[config.mk]
export PLATFORM = sky130hd
export DESIGN_NAME = text_line_assembler_with_backspace_flat
export DESIGN_NICKNAME = d
export VERILOG_FILES = /design/src/sv/tla_pkg.sv /design/src/sv/tla_intf.sv /design/src/sv/text_line_assembler_with_backspace.sv /design/src/flat_wrapper.sv
export SDC_FILE = /design/constraint.sdc
export NUM_CORES = 1
export LEC_CHECK = 0
export BUFFER_PORTS_ARGS = -buffer_cell sky130_fd_sc_hd__buf_2
export CAP_MARGIN = 40
export CORE_ASPECT_RATIO = 1.1
export CORE_UTILIZATION = 45
export DETAILED_ROUTE_END_ITERATION = 8
export GPL_TIMING_DRIVEN = 0
export SYNTH_ARGS = -nofsm -noshare
export SYNTH_HDL_FRONTEND = slang
export SYNTH_SLANG_ARGS = --single-unit
export TNS_END_PERCENT = 100
[constraint.sdc]
create_clock -name clk -period 2 [get_ports clk]
set_input_delay 0.6 -clock clk [delete_from_list [all_inputs] [get_ports clk]]
set_output_delay 0.6 -clock clk [all_outputs]
set_load 0.01 [all_outputs]
[src/sv/tla_pkg.sv]
// ----------------------------------------------------------------------------
// tla_pkg - shared constants for the text line assembler
// Character codes, field widths and default line capacity.
// ----------------------------------------------------------------------------
package tla_pkg;

	localparam int CHAR_W = 8;
	localparam int LEN_W  = 6;

	localparam int LINE_CAPACITY_DEF = 64;

	localparam logic [CHAR_W-1:0] CH_NUL = 8'h00;
	localparam logic [CHAR_W-1:0] CH_BS  = 8'h08;
	localparam logic [CHAR_W-1:0] CH_LF  = 8'h0A;
	localparam logic [CHAR_W-1:0] CH_CR  = 8'h0D;

endpackage

[src/sv/tla_intf.sv]
// ----------------------------------------------------------------------------
// tla_intf - valid/ready channels of the text line assembler
// Receive channel carries one character; line channel carries one character
// of a finished line with its length and last mark.
// ----------------------------------------------------------------------------
interface tla_rx_if;
	logic                      valid;
	logic                      ready;
	logic [tla_pkg::CHAR_W-1:0] rx_char;

	modport source (output valid, output rx_char, input ready);
	modport sink   (input valid, input rx_char, output ready);
endinterface

interface tla_line_if;
	logic                      valid;
	logic                      ready;
	logic [tla_pkg::CHAR_W-1:0] line_char;
	logic [tla_pkg::LEN_W-1:0]  line_length;
	logic                      line_last;

	modport source (output valid, output line_char, output line_length, output line_last,
		input ready);
	modport sink   (input valid, input line_char, input line_length, input line_last,
		output ready);
endinterface

[src/sv/text_line_assembler_with_backspace.sv]
// ----------------------------------------------------------------------------
// text_line_assembler_with_backspace - command line builder with backspace
// Collects received characters into a line store, applies backspace, and on
// CR/LF/NUL emits the stored line one character per beat when enabled.
// ----------------------------------------------------------------------------
//  channel   dir   payload                              handshake
//  rx        in    rx_char[7:0]                         valid/ready
//  line      out   line_char[7:0] line_length[5:0] last valid/ready
//  cfg       in    cfg_wdata (deliver_enable)           cfg_we, no wait
//
//  With delivery enabled, a terminator of a non-empty line holds rx.ready
//  low while the line store is read out, one entry per cycle unless the line
//  channel stalls, through its single read port; the read data and the
//  output register form a two-deep pipe, so a stalled line channel pauses
//  the readout without losing a beat. Reset (arst_n low) empties the line
//  and clears deliver_enable; the store itself needs no clearing pass.
// ----------------------------------------------------------------------------
module text_line_assembler_with_backspace #(
	parameter int LINE_CAPACITY = tla_pkg::LINE_CAPACITY_DEF
) (
	input  logic               clk,
	input  logic               arst_n,
	tla_rx_if.sink             rx,
	tla_line_if.source         line,
	input  logic               cfg_we,
	input  logic               cfg_wdata
);

	localparam int FILL_W = $clog2(LINE_CAPACITY);
	localparam logic [FILL_W-1:0] FILL_MAX = FILL_W'(LINE_CAPACITY - 1);

	localparam logic ST_IDLE = 1'b0;
	localparam logic ST_READ = 1'b1;

	logic                       state_q;
	logic [FILL_W-1:0]          fill_q;
	logic [FILL_W-1:0]          len_q;
	logic [FILL_W-1:0]          rd_idx_q;
	logic                       deliver_enable_q;

	logic [tla_pkg::CHAR_W-1:0] mem [LINE_CAPACITY];

	// read stage
	logic                       rd_valid_s1;
	logic [tla_pkg::CHAR_W-1:0] rd_char_s1;
	logic [FILL_W-1:0]          rd_len_s1;
	logic                       rd_last_s1;

	// output register
	logic                       out_valid_q;
	logic [tla_pkg::CHAR_W-1:0] out_char_q;
	logic [tla_pkg::LEN_W-1:0]  out_len_q;
	logic                       out_last_q;

	logic rx_beat;
	logic is_term;
	logic is_bs;
	logic wr_en;
	logic load_out;
	logic rd_issue;
	logic rd_is_last;

	assign rx.ready  = (state_q == ST_IDLE);
	assign rx_beat   = rx.valid && rx.ready;
	assign is_term   = (rx.rx_char == tla_pkg::CH_CR) || (rx.rx_char == tla_pkg::CH_LF) ||
		(rx.rx_char == tla_pkg::CH_NUL);
	assign is_bs     = (rx.rx_char == tla_pkg::CH_BS);
	assign wr_en     = rx_beat && !is_term && !is_bs && (fill_q < FILL_MAX);

	assign load_out   = rd_valid_s1 && (!out_valid_q || line.ready);
	assign rd_issue   = (state_q == ST_READ) && (!rd_valid_s1 || load_out);
	assign rd_is_last = (rd_idx_q == (len_q - FILL_W'(1)));

	assign line.valid       = out_valid_q;
	assign line.line_char   = out_char_q;
	assign line.line_length = out_len_q;
	assign line.line_last   = out_last_q;

	always_ff @(posedge clk or negedge arst_n) begin
		if (!arst_n) begin
			deliver_enable_q <= 1'b0;
		end else if (cfg_we) begin
			deliver_enable_q <= cfg_wdata;
		end
	end

	always_ff @(posedge clk or negedge arst_n) begin
		if (!arst_n) begin
			state_q  <= ST_IDLE;
			fill_q   <= '0;
			len_q    <= '0;
			rd_idx_q <= '0;
		end else begin
			case (state_q)
				ST_IDLE: begin
					if (rx_beat) begin
						if (is_bs) begin
							if (fill_q != '0) begin
								fill_q <= fill_q - FILL_W'(1);
							end
						end else if (is_term) begin
							// drop the line at once; len_q keeps it for readout
							if ((fill_q != '0) && deliver_enable_q) begin
								state_q  <= ST_READ;
								len_q    <= fill_q;
								rd_idx_q <= '0;
							end
							fill_q <= '0;
						end else if (wr_en) begin
							fill_q <= fill_q + FILL_W'(1);
						end
					end
				end
				ST_READ: begin
					if (rd_issue) begin
						rd_idx_q <= rd_idx_q + FILL_W'(1);
						if (rd_is_last) begin
							state_q <= ST_IDLE;
						end
					end
				end
				default: begin
					state_q <= ST_IDLE;
				end
			endcase
		end
	end

	// line store: write port in idle, read port during readout
	always_ff @(posedge clk) begin
		if (wr_en) begin
			mem[fill_q] <= rx.rx_char;
		end
	end

	always_ff @(posedge clk) begin
		if (rd_issue) begin
			rd_char_s1 <= mem[rd_idx_q];
			rd_len_s1  <= len_q;
			rd_last_s1 <= rd_is_last;
		end
	end

	always_ff @(posedge clk or negedge arst_n) begin
		if (!arst_n) begin
			rd_valid_s1 <= 1'b0;
		end else if (rd_issue) begin
			rd_valid_s1 <= 1'b1;
		end else if (load_out) begin
			rd_valid_s1 <= 1'b0;
		end
	end

	always_ff @(posedge clk or negedge arst_n) begin
		if (!arst_n) begin
			out_valid_q <= 1'b0;
		end else if (load_out) begin
			out_valid_q <= 1'b1;
		end else if (line.ready) begin
			out_valid_q <= 1'b0;
		end
	end

	always_ff @(posedge clk) begin
		if (load_out) begin
			out_char_q <= rd_char_s1;
			out_len_q  <= tla_pkg::LEN_W'(rd_len_s1);
			out_last_q <= rd_last_s1;
		end
	end

endmodule

[src/flat_wrapper.sv]
// flat-port wrapper written by rule: the top's interface ports become plain ports
module text_line_assembler_with_backspace_flat 
#(
	parameter int LINE_CAPACITY = tla_pkg::LINE_CAPACITY_DEF
)
  (clk, arst_n, cfg_we, cfg_wdata, rx_valid, rx_rx_char, rx_ready, line_valid, line_line_char, line_line_length, line_line_last, line_ready);
  tla_rx_if rx_i ();
  tla_line_if line_i ();
  input  logic clk;
  input  logic arst_n;
  input  logic cfg_we;
  input  logic cfg_wdata;
  input wire logic [$bits(rx_i.valid)-1:0] rx_valid;
  input wire logic [$bits(rx_i.rx_char)-1:0] rx_rx_char;
  output wire logic [$bits(rx_i.ready)-1:0] rx_ready;
  output wire logic [$bits(line_i.valid)-1:0] line_valid;
  output wire logic [$bits(line_i.line_char)-1:0] line_line_char;
  output wire logic [$bits(line_i.line_length)-1:0] line_line_length;
  output wire logic [$bits(line_i.line_last)-1:0] line_line_last;
  input wire logic [$bits(line_i.ready)-1:0] line_ready;
  assign rx_i.valid = rx_valid;
  assign rx_i.rx_char = rx_rx_char;
  assign rx_ready = rx_i.ready;
  assign line_valid = line_i.valid;
  assign line_line_char = line_i.line_char;
  assign line_line_length = line_i.line_length;
  assign line_line_last = line_i.line_last;
  assign line_i.ready = line_ready;
  text_line_assembler_with_backspace #(.LINE_CAPACITY(LINE_CAPACITY)) u_core (.clk(clk), .arst_n(arst_n), .rx(rx_i), .line(line_i), .cfg_we(cfg_we), .cfg_wdata(cfg_wdata));
endmodule
## Yosys cells after proc, flatten, opt, wreduce, memory -nomap -nowiden

Memories as Yosys holds them, arrays and structs flattened. A register that Yosys moved wholly into a read port is not among the register bits.
Cells that the tools add are included.

| word-level totals | value |
|---|---|
| register bits after elaboration | 44 |
| memory bits (writable) | 512 |
| input bits | 14 |
| output and inout bits | 17 |
| word-level logic and storage cells | 76 |
| memories | 1 |

Memories:

| memory | words | width | rd ports | clocked after memory_dff | wr ports | line | source |
|---|---|---|---|---|---|---|---|
| u_core.mem | 64 | 8 | 1 | 1 | 1 | text_line_assembler_with_backspace.sv:41 | `logic [tla_pkg::CHAR_W-1:0] mem [LINE_CAPACITY];` |

| cells by class | value |
|---|---|
| $add $sub $neg | 4 |
| $lt $le $gt $ge | 1 |
| eq/ne operators | 10 |
| muxes and demuxes | 23 |
| bitwise operators | 2 |
| reductions and logical operators | 23 |

Operators with widths:

| operator | count |
|---|---|
| $mux W6 | 9 |
| $eq A8 B4 Y1 const B | 3 |
| $add A6 B1 Y6 const B | 2 |
| $mux W1 | 12 |
| $ne A2 B2 Y1 const B | 6 |
| $pmux W6 S2 | 1 |
| $sub A6 B1 Y6 const B | 2 |
| $reduce_and A5 Y1 | 2 |
| $logic_not A8 Y1 | 1 |
| $logic_and A1 B1 Y1 | 7 |
| $eq A6 B6 Y1 | 1 |
| $lt A6 B6 Y1 const B | 1 |
| $reduce_bool A6 Y1 | 1 |
| $logic_not A1 Y1 | 4 |
| $logic_or A1 B1 Y1 | 4 |
| $reduce_and A4 Y1 | 1 |
| $reduce_bool A2 Y1 | 2 |
| $reduce_bool A3 Y1 | 1 |
| $not A1 Y1 | 2 |
| $pmux W1 S2 | 1 |

## Logic depth before layout (Yosys ltp)

Gate-level depths: netlist of the first run.

| logic depth | value |
|---|---|
| depth in word-level cells | 10 |
| mapped depth | 11 |
| mapped depth without buffers | 8 |

## Worst setup path after synthesis of the first run

OpenSTA, ideal clock, no wires.

| timing | value |
|---|---|
| kind | input-to-reg |
| from | input port rx_rx_char[1] |
| to | memory u_core.mem[38][0] in the netlist's numbering (enable) |
| setup time | 370 ps |
| arrival time | 2102 ps |
| data required time | 1630 ps |
| path slack | -472 ps |
| cell stages on the path | 6 |
| buffers on the path | 0 |
| cells stage by stage | inv_1 > o21ai_0 > a21oi_1 > nor3_1 > nand4b_1 > nor2_1 |

| on the way | value |
|---|---|
| cells in the longest elaborated chain, start to end | 9 |
| elaborated cells on any way between the ends | 13 |
| those cells by class | 3 x eq/ne; 2 x mux; 8 x reduce/logical |

Ends and longest elaborated chain:

| item | line | source |
|---|---|---|
| start, declared | flat_wrapper.sv:14 | `input wire logic [$bits(rx_i.rx_char)-1:0] rx_rx_char;` |
| $eq A8 B4 Y1 | text_line_assembler_with_backspace.sv:65 | `assign is_term = (rx.rx_char == tla_pkg::CH_CR) \|\| (rx.rx_char == tla_pkg::CH_LF) \|\|` |
| $logic_or A1 B1 Y1 (2 in a row) | text_line_assembler_with_backspace.sv:65 |  |
| $logic_not A1 Y1 | text_line_assembler_with_backspace.sv:68 | `assign wr_en = rx_beat && !is_term && !is_bs && (fill_q < FILL_MAX);` |
| $logic_and A1 B1 Y1 | text_line_assembler_with_backspace.sv:68 |  |
| $logic_and A1 B1 Y1 (*) (2 in a row) | text_line_assembler_with_backspace.sv:68 |  |
| $mux W1 (*) | text_line_assembler_with_backspace.sv:131 | `if (wr_en) begin` |
| $mux W1 (implied by the code) (*) | text_line_assembler_with_backspace.sv:132 | `mem[fill_q] <= rx.rx_char;` |
| end, declared | text_line_assembler_with_backspace.sv:41 |  |

Mark *: on every way between the ends. The rest lies on a longest branch, timed or not.

==> metrics.md, run 1 <==
| Metric | Value |
|---|---|
| RR Startpoint | `u_core.rd_idx_q[0]` |
| Residual DRC | `0` |
| Layout cells sized above 1 | `0.3432` |
| Mux share of post-synthesis cell area | `0.1455` |
| DP Wirelength | `39.44 mm` |
| CORE AREA | `0.04903 mm^2` |
| Wire length per cell | `30.13 um` |
| Hold crit path type | `in2reg` |
| Core Util, Final | `0.5678` |
| Reg2reg path depth | `8` |
| Critical Path AT | `2.83 ns` |
| Die Y-Extent | `235.8 um` |
| Ys async rst share | `0.03901` |
| Yosys cell types | `51` |
| Die area | `0.05060 mm^2` |
| Worst Path Max Fanout | `10` |
| End of the worst hold path | `u_core.deliver_enable_q` |
| # port buffers | `29` |
| Area taken by multi-input logic gates | `0.006062 mm^2` |
| Crit share post-route | `1.244` |
| Cell Rows | `85` |
| I/O pin cnt | `31` |
| H-Tree Depth | `2` |
| TritonCTS clock tree | `yes` |
| Routability cong. | `0.9521` |
| CP peak stage delay | `0.55 ns` |
| Largest net degree at the start of global routing | `50` |
| Critical Path Source Type | `register` |
| Mean Syn Cell Area | `18.79 um^2` |
| Compound-gate portion of the synthesized area | `0.03676` |
| Post-Synth Adder-Cell Area | `0.002797` |
| Post-synth net total | `1209` |
| #FFs+latches synth | `564` |
| Worst relative slew slack | `0.5196` |
| Nets | `1391` |
| Gr usage total | `0.2520` |
| Pwr Density | `1242 mW/mm^2` |
| CTS Buf Count | `55` |
| Cells on Worst Hold Path | `2` |
| Seq/Total Area, Yosys | `0.7523` |
| Post-DRT Antenna Nets | `0` |
| Initial DRC Count | `1524` |
| Die width | `214.6 um` |
| Clk buf depth | `3` |
| Clock transition at path regs | `0.06 ns` |
| WS Path Type | `reg2reg` |
| Layout Skew | `0.01540 ns` |
| CP top delay family | `multiplexers` |
| CP cell instances | `buf_12, buf_12, buf_16, mux4_2, mux2i_4, a21oi_2, o21ai_2, o21ai_2` |
| Slowest CP cell | `mux4_2` |
| CTS root buf | `clkbuf_16` |
| RSZ-0062 raised after global routing | `yes` |
| Initial antenna violation count | `1` |
| Crit. End Element | `register` |
| Minimum clock period | `2.488 ns` |
| Worst hold slack | `0.2304 ns` |
| Max-cap violations | `0` |
| Main synth FF type | `edfxtp_1` |
| WL final | `62.22 mm` |
| First-pass DRT Iterations | `5` |
| Initial core utilization | `0.4562` |
| # fillers | `3712` |
| P_leak | `8.972 nW` |
| Reg-to-Reg End | `u_core.rd_char_s1[6]` |
| Violated checks | `negative setup slack` |
| Final Max Tran Viols | `0` |
| Final Hold Fails | `0` |
| Synth Area in Simple Gates | `0.04201` |
| Required time worst endpoint | `2.34 ns` |
| Slew @ Worst Pin | `0.7207 ns` |
| Synthesized area | `0.02237 mm^2` |
| Place WS | `-2.066 ns` |
| DR vias/cell | `5.925` |
| Vias | `12.24k` |
| Peak supply drop | `0.7875 mV` |
| Area delta synth->final | `24.48%` |
| FF-to-FF setup slack | `-0.49 ns` |
| Fmax | `402.0 MHz` |
| Cell count after synthesis | `1190` |
| GRT overflow | `0` |
| CP bufs+invs | `3` |
| Hold path start | `cfg_wdata` |
| Storage cell area | `0.01683 mm^2` |
| Ys Warns | `0` |
| First-pass GRT wire length | `89.82 mm` |
| Setup slack after layout | `-0.4878 ns` |
| Vias in the first global route | `12.53k` |
| Largest family of logic cells by synthesized area | `multiplexers` |
| Clk_lat worst skew | `0.61 ns` |
| Clk sinks | `564` |
| N_diodes | `0` |
| Xor/xnor share of the synthesized area | `0.004308` |
| Status | `finished with violations` |
| Post-synth EDFFs | `542` |
| Number of setup violations in the final report | `8` |
==> state kept, by name, indices dropped and copies added (netlist names) <==
register                 cells
u_core.line.line_last        1
u_core.rd_char_s1            8
u_core.rd_last_s1            1
u_core.rd_valid_s1           1
u_core.len_q                 6
u_core.deliver_enable_q      1
u_core.line.line_char        8
u_core.line.line_length      6
u_core.rd_len_s1             6
u_core.rd_idx_q              6
u_core.fill_q                6
u_core.mem                 512
u_core.state_q               1
u_core.line.valid            1
==> cell usage after synthesis, types with 5 or more instances <==
cell	n	area (um^2)
nand4_1	5	31.28
mux2i_1	109	1091
a21oi_1	28	140.1
ha_1	5	62.56
inv_1	7	26.28
nand2_1	42	157.7
a221oi_1	8	70.07
xor2_1	8	70.07
buf_1	6	22.52
a211oi_1	5	37.54
nand3_1	21	105.1
o211ai_1	9	67.56
nor2_1	84	315.3
buf_4	12	90.09
a31oi_1	7	43.79
dfrtp_1	22	550.5
and3_1	8	50.05
clkbuf_1	31	116.4
mux4_2	89	2004
nor2b_1	13	81.33
edfxtp_1	542	16280
nand2b_1	5	31.28
buf_2	13	65.06
a22oi_1	19	142.6
mux2_2	14	157.7
o21ai_0	29	145.1
==> logic make-up after synthesis <==
family	Yosys count
DFF	564
xor gates and xnor gates	11
muxes	212
AOI/OAI and AO/OA	123
buffers and inverters	73
adders and majority gates	5
and+or+nand+nor	202
==> worst max path at each step <==
stage	start	to	cells after the start
after CTS	u_core.rd_idx_q[0]	u_core.rd_char_s1[5]	7
after floorplan	rx_rx_char[3]	u_core.mem[19][0]	6
after global routing	u_core.rd_idx_q[0]	u_core.rd_char_s1[6]	8
final	u_core.rd_idx_q[0]	u_core.rd_char_s1[6]	8
after global placement	rx_rx_char[2]	u_core.mem[22][7]	7
after detailed placement	rx_rx_char[1]	u_core.mem[41][7]	9
==> power breakdown <==
| group | switching [W] | internal [W] |
|---|---|---|
| registers | 0.000220 | 0.0135 |
| logic | 0.00638 | 0.00477 |
| clock network | 0.00431 | 0.00538 |
| total | 0.0109 | 0.0237 |
==> timing repair <==
item | in CTS | in global routing
setup buffers | 49 | 19
cloned | 9 | 2
hold endpoints to repair | 22 | 0
pin swaps | 36 | 13
endpoints found under the setup margin | 541 | 351
gates resized for setup | 299 | 42
hold buffers | 1 | 0
==> area by class of cell <==
| cell class | count | area share |
|---|---|---|
| Inverter | 7 | 0.0009438 |
| Clock inverter | 23 | 0.006067 |
| Sequential cell | 564 | 0.6045 |
| Timing Repair Buffer | 131 | 0.06476 |
| Tap cell | 652 | 0.02930 |
| Multi-Input combinational cell | 553 | 0.2178 |
| Clock buffer | 75 | 0.05290 |
| Buffer | 60 | 0.02373 |
==> per-layer routing <==
metal	GRT usage	vias to the layer above	part of all wire	wire, um
met5	0	-	0	0
met4	0.1273	0	0.055	3391
met3	0.03946	149	0.073	4552
met2	0.4071	556	0.47	29530
met1	0.3338	6361	0.40	24740
li1	-	5169	-	-
==> through the flow <==
step                instance area (um^2)  setup TNS (ns)  power (W)  instances
floorplan                          22530         -127.19    0.01908       1190
finish                             27840          -3.576    0.03457       2065
CTS                                27570          -3.261    0.03419       2051
global route                       27840          -3.795    0.03558       2065
detailed placement                 23880         -834.95    0.02272       1900
global placement                   23490         -986.75    0.02236       1871
==> placed cells by master (no fill, tap or decap), types with 26 or more instances in the layout <==
cell / count
nor2_4: 61
edfxtp_1: 542
clkbuf_1: 30
buf_12: 42
nand2_1: 39
buf_2: 26
clkbuf_16: 58
mux4_2: 89
buf_4: 43
mux2i_1: 84
(Power assumes the default switching activity.)
==> inputs of run 2 (changes only) <==
CORE_UTILIZATION = 35   (was 45)
==> run 2 against run 1 <==
Effect of this change: the flow still finishes with violations (negative setup slack); clock power increased by 4%; non-clock buffer count grew 10; cell area rose by 2.1%; register-to-register slack got worse by 0.02 ns; sequential share of layout area shrank 1.2 points; clock-buffer cell count down 10; via count up 2.8%; largest power group unchanged.
==> metrics.md, run 2 (same netlist as run 1, synthesis figures left out) <==
| Metric | Value |
|---|---|
| Status | `finished with violations` |
| Violated checks | `negative setup slack` |
| H-Tree Depth | `2` |
| Die width | `243.0 um` |
| Sw Pwr | `0.01141 W` |
| Max-cap violations | `0` |
| Vias in the first global route | `12.31k` |
| Most frequent cells in the layout | `edfxtp_1, mux4_2, mux2i_1, nor2_4, clkbuf_16` |
| Layout cells sized above 1 | `0.3642` |
| Routability cong. | `0.9291` |
| WS Path Type | `reg2reg` |
| Residual DRC | `0` |
| Cells on Worst Hold Path | `1` |
| Worst Path Max Fanout | `5` |
| Place WS | `-2.054 ns` |
| DP Wirelength | `39.10 mm` |
| RSZ-0062 raised after global routing | `yes` |
| Die Y-Extent | `267.1 um` |
| Worst path most repeated cell | `buf_12` |
| Crit share post-route | `1.255` |
| Peak supply drop | `0.7664 mV` |
| Pwr Density | `1256 mW/mm^2` |
| Required time worst endpoint | `2.34 ns` |
| CP cell instances | `buf_12, buf_12, buf_12, mux4_2, mux2_4, nand2_2, o211ai_1, a22o_1` |
| Internal power | `0.02428 W` |
| Post-DRT Antenna Nets | `0` |
| Setup slack after layout | `-0.5099 ns` |
| Final Max Tran Viols | `0` |
| Number of setup violations in the final report | `40` |
| CORE AREA | `0.06282 mm^2` |
| Core Util, Final | `0.4524` |
| Largest net degree at the start of global routing | `67` |
| Gr usage total | `0.1964` |
| # fillers | `5203` |
| Final instance area | `0.02842 mm^2` |
| # port buffers | `29` |
| First-pass GRT wire length | `89.85 mm` |
| Crit. End Element | `register` |
| Initial DRC Count | `1664` |
| Comb pwr share | `0.330` |
| Critical Path AT | `2.85 ns` |
| Clock transition at path regs | `0.06 ns` |
| Fmax | `398.4 MHz` |
| Clk buf depth | `3` |
| DR vias/cell | `5.566` |
| Number of flip-flops in the largest register | `512` |
| Die area | `0.06492 mm^2` |
| Vias | `12.58k` |
| DP Area | `0.02408 mm^2` |
| CTS Buf Count | `57` |
| Largest reg by FF count | `u_core.mem` |
| GRT overflow | `0` |
| Initial antenna violation count | `0` |
| Hold crit path type | `in2reg` |
| Sequential power share | `0.386` |
| WL final | `64.45 mm` |
| Wire length per cell | `28.52 um` |
| Clk sinks | `564` |
| Minimum clock period | `2.510 ns` |
| Critical Path Source Type | `register` |
| CTS root buf | `clkbuf_16` |
| Initial core utilization | `0.3560` |
| Final Hold Fails | `0` |
| Sw Share | `0.3197` |
| Layout Skew | `0.02553 ns` |
| Leading cell type in the layout, fill and taps excluded | `edfxtp_1` |
| Slew @ Worst Pin | `0.7701 ns` |
| P_leak | `9.143 nW` |
| Cell Rows | `96` |
| First-pass DRT Iterations | `8` |
| Clk pwr share | `0.284` |
| TritonCTS clock tree | `yes` |
| Reg2reg path depth | `8` |
| Slowest CP cell | `mux4_2` |
| Clk_lat worst skew | `0.63 ns` |
| Area delta synth->final | `27.07%` |
| CP peak stage delay | `0.51 ns` |
| Nets | `1403` |
| Worst relative slew slack | `0.4855` |
| I/O pin cnt | `31` |
==> run 2: power groups by stage <==
stage                     clock network (W)  registers (W)  logic, W
after floorplan                           0         0.0139   0.00518
after global placement                    0         0.0140   0.00834
after detailed placement                  0         0.0140   0.00867
after CTS                            0.0102         0.0137    0.0109
after global routing                 0.0107         0.0138    0.0121
final                                0.0101         0.0138    0.0118
==> run 2: area by class of cell <==
type,count,area (um^2),area share
Sequential cell,564,16830,0.5923
Buffer,60,658.1,0.02316
Antenna cell,2,5.005,0.0001761
Inverter,7,30.03,0.001057
Multi-Input combinational cell,553,6180,0.2175
Clock buffer,65,1478,0.05200
Clock inverter,35,256.5,0.009026
Timing Repair Buffer,141,1938,0.06820
Tap cell,833,1042,0.03668
==> run 2: final timing paths <==
kind	to	slack, ns	startpoint
setup / recovery	u_core.rd_char_s1[4]	-0.51	u_core.rd_idx_q[0]
hold / removal	u_core.mem[33][5]	0.23	rx_rx_char[5]
setup reg to reg	u_core.rd_char_s1[4]	-0.51	u_core.rd_idx_q[0]
hold reg to reg	u_core.line.line_length[5]	0.42	u_core.rd_len_s1[5]
max in group asynchronous	u_core.rd_idx_q[2]	1.11	arst_n
min in group asynchronous	u_core.rd_idx_q[5]	0.51	arst_n
==> run 2: per-layer routing <==
layer / vias to the layer above / global-route usage / part of all wire
met2: 668 / 0.3188 / 0.48
li1: 5205 / - / -
met1: 6578 / 0.2579 / 0.39
met4: 0 / 0.08754 / 0.046
met5: - / 0 / 0
met3: 129 / 0.03618 / 0.079
==> run 2: timing repair <==
| item | CTS | global route |
|---|---|---|
| setup endpoints to repair | 541 | 302 |
| endpoints found under the hold margin | 22 | 0 |
| setup buffers | 55 | 17 |
| pin swaps | 35 | 25 |
| hold buffers | 1 | 0 |
| gates cloned | 11 | 5 |
| resized for setup | 312 | 61 |
==> run 2: per-stage QoR <==
step	TNS (ns)	power (W)	hold slack [ns]	instances
3_5_place_dp	-848.09	0.02263	0.4045	2078
3_3_place_gp	-976.47	0.02229	0.4026	2052
5_1_grt	-4.126	0.03660	0.2109	2258
6_report	-4.215	0.03569	0.2315	2260
2_1_floorplan	-127.19	0.01908	0.3044	1190
4_1_cts	-4.025	0.03490	0.2011	2238
==> run 2: worst max-delay path, delay by kind of cell (launching register included) <==
family / cells / cell delay, ns
multiplexers: 2 / 0.83
AO/OA/AOI/OAI: 2 / 0.49
buffers and inverters: 3 / 0.41
flip-flops: 1 / 0.41
AND/OR/NAND/NOR: 1 / 0.08
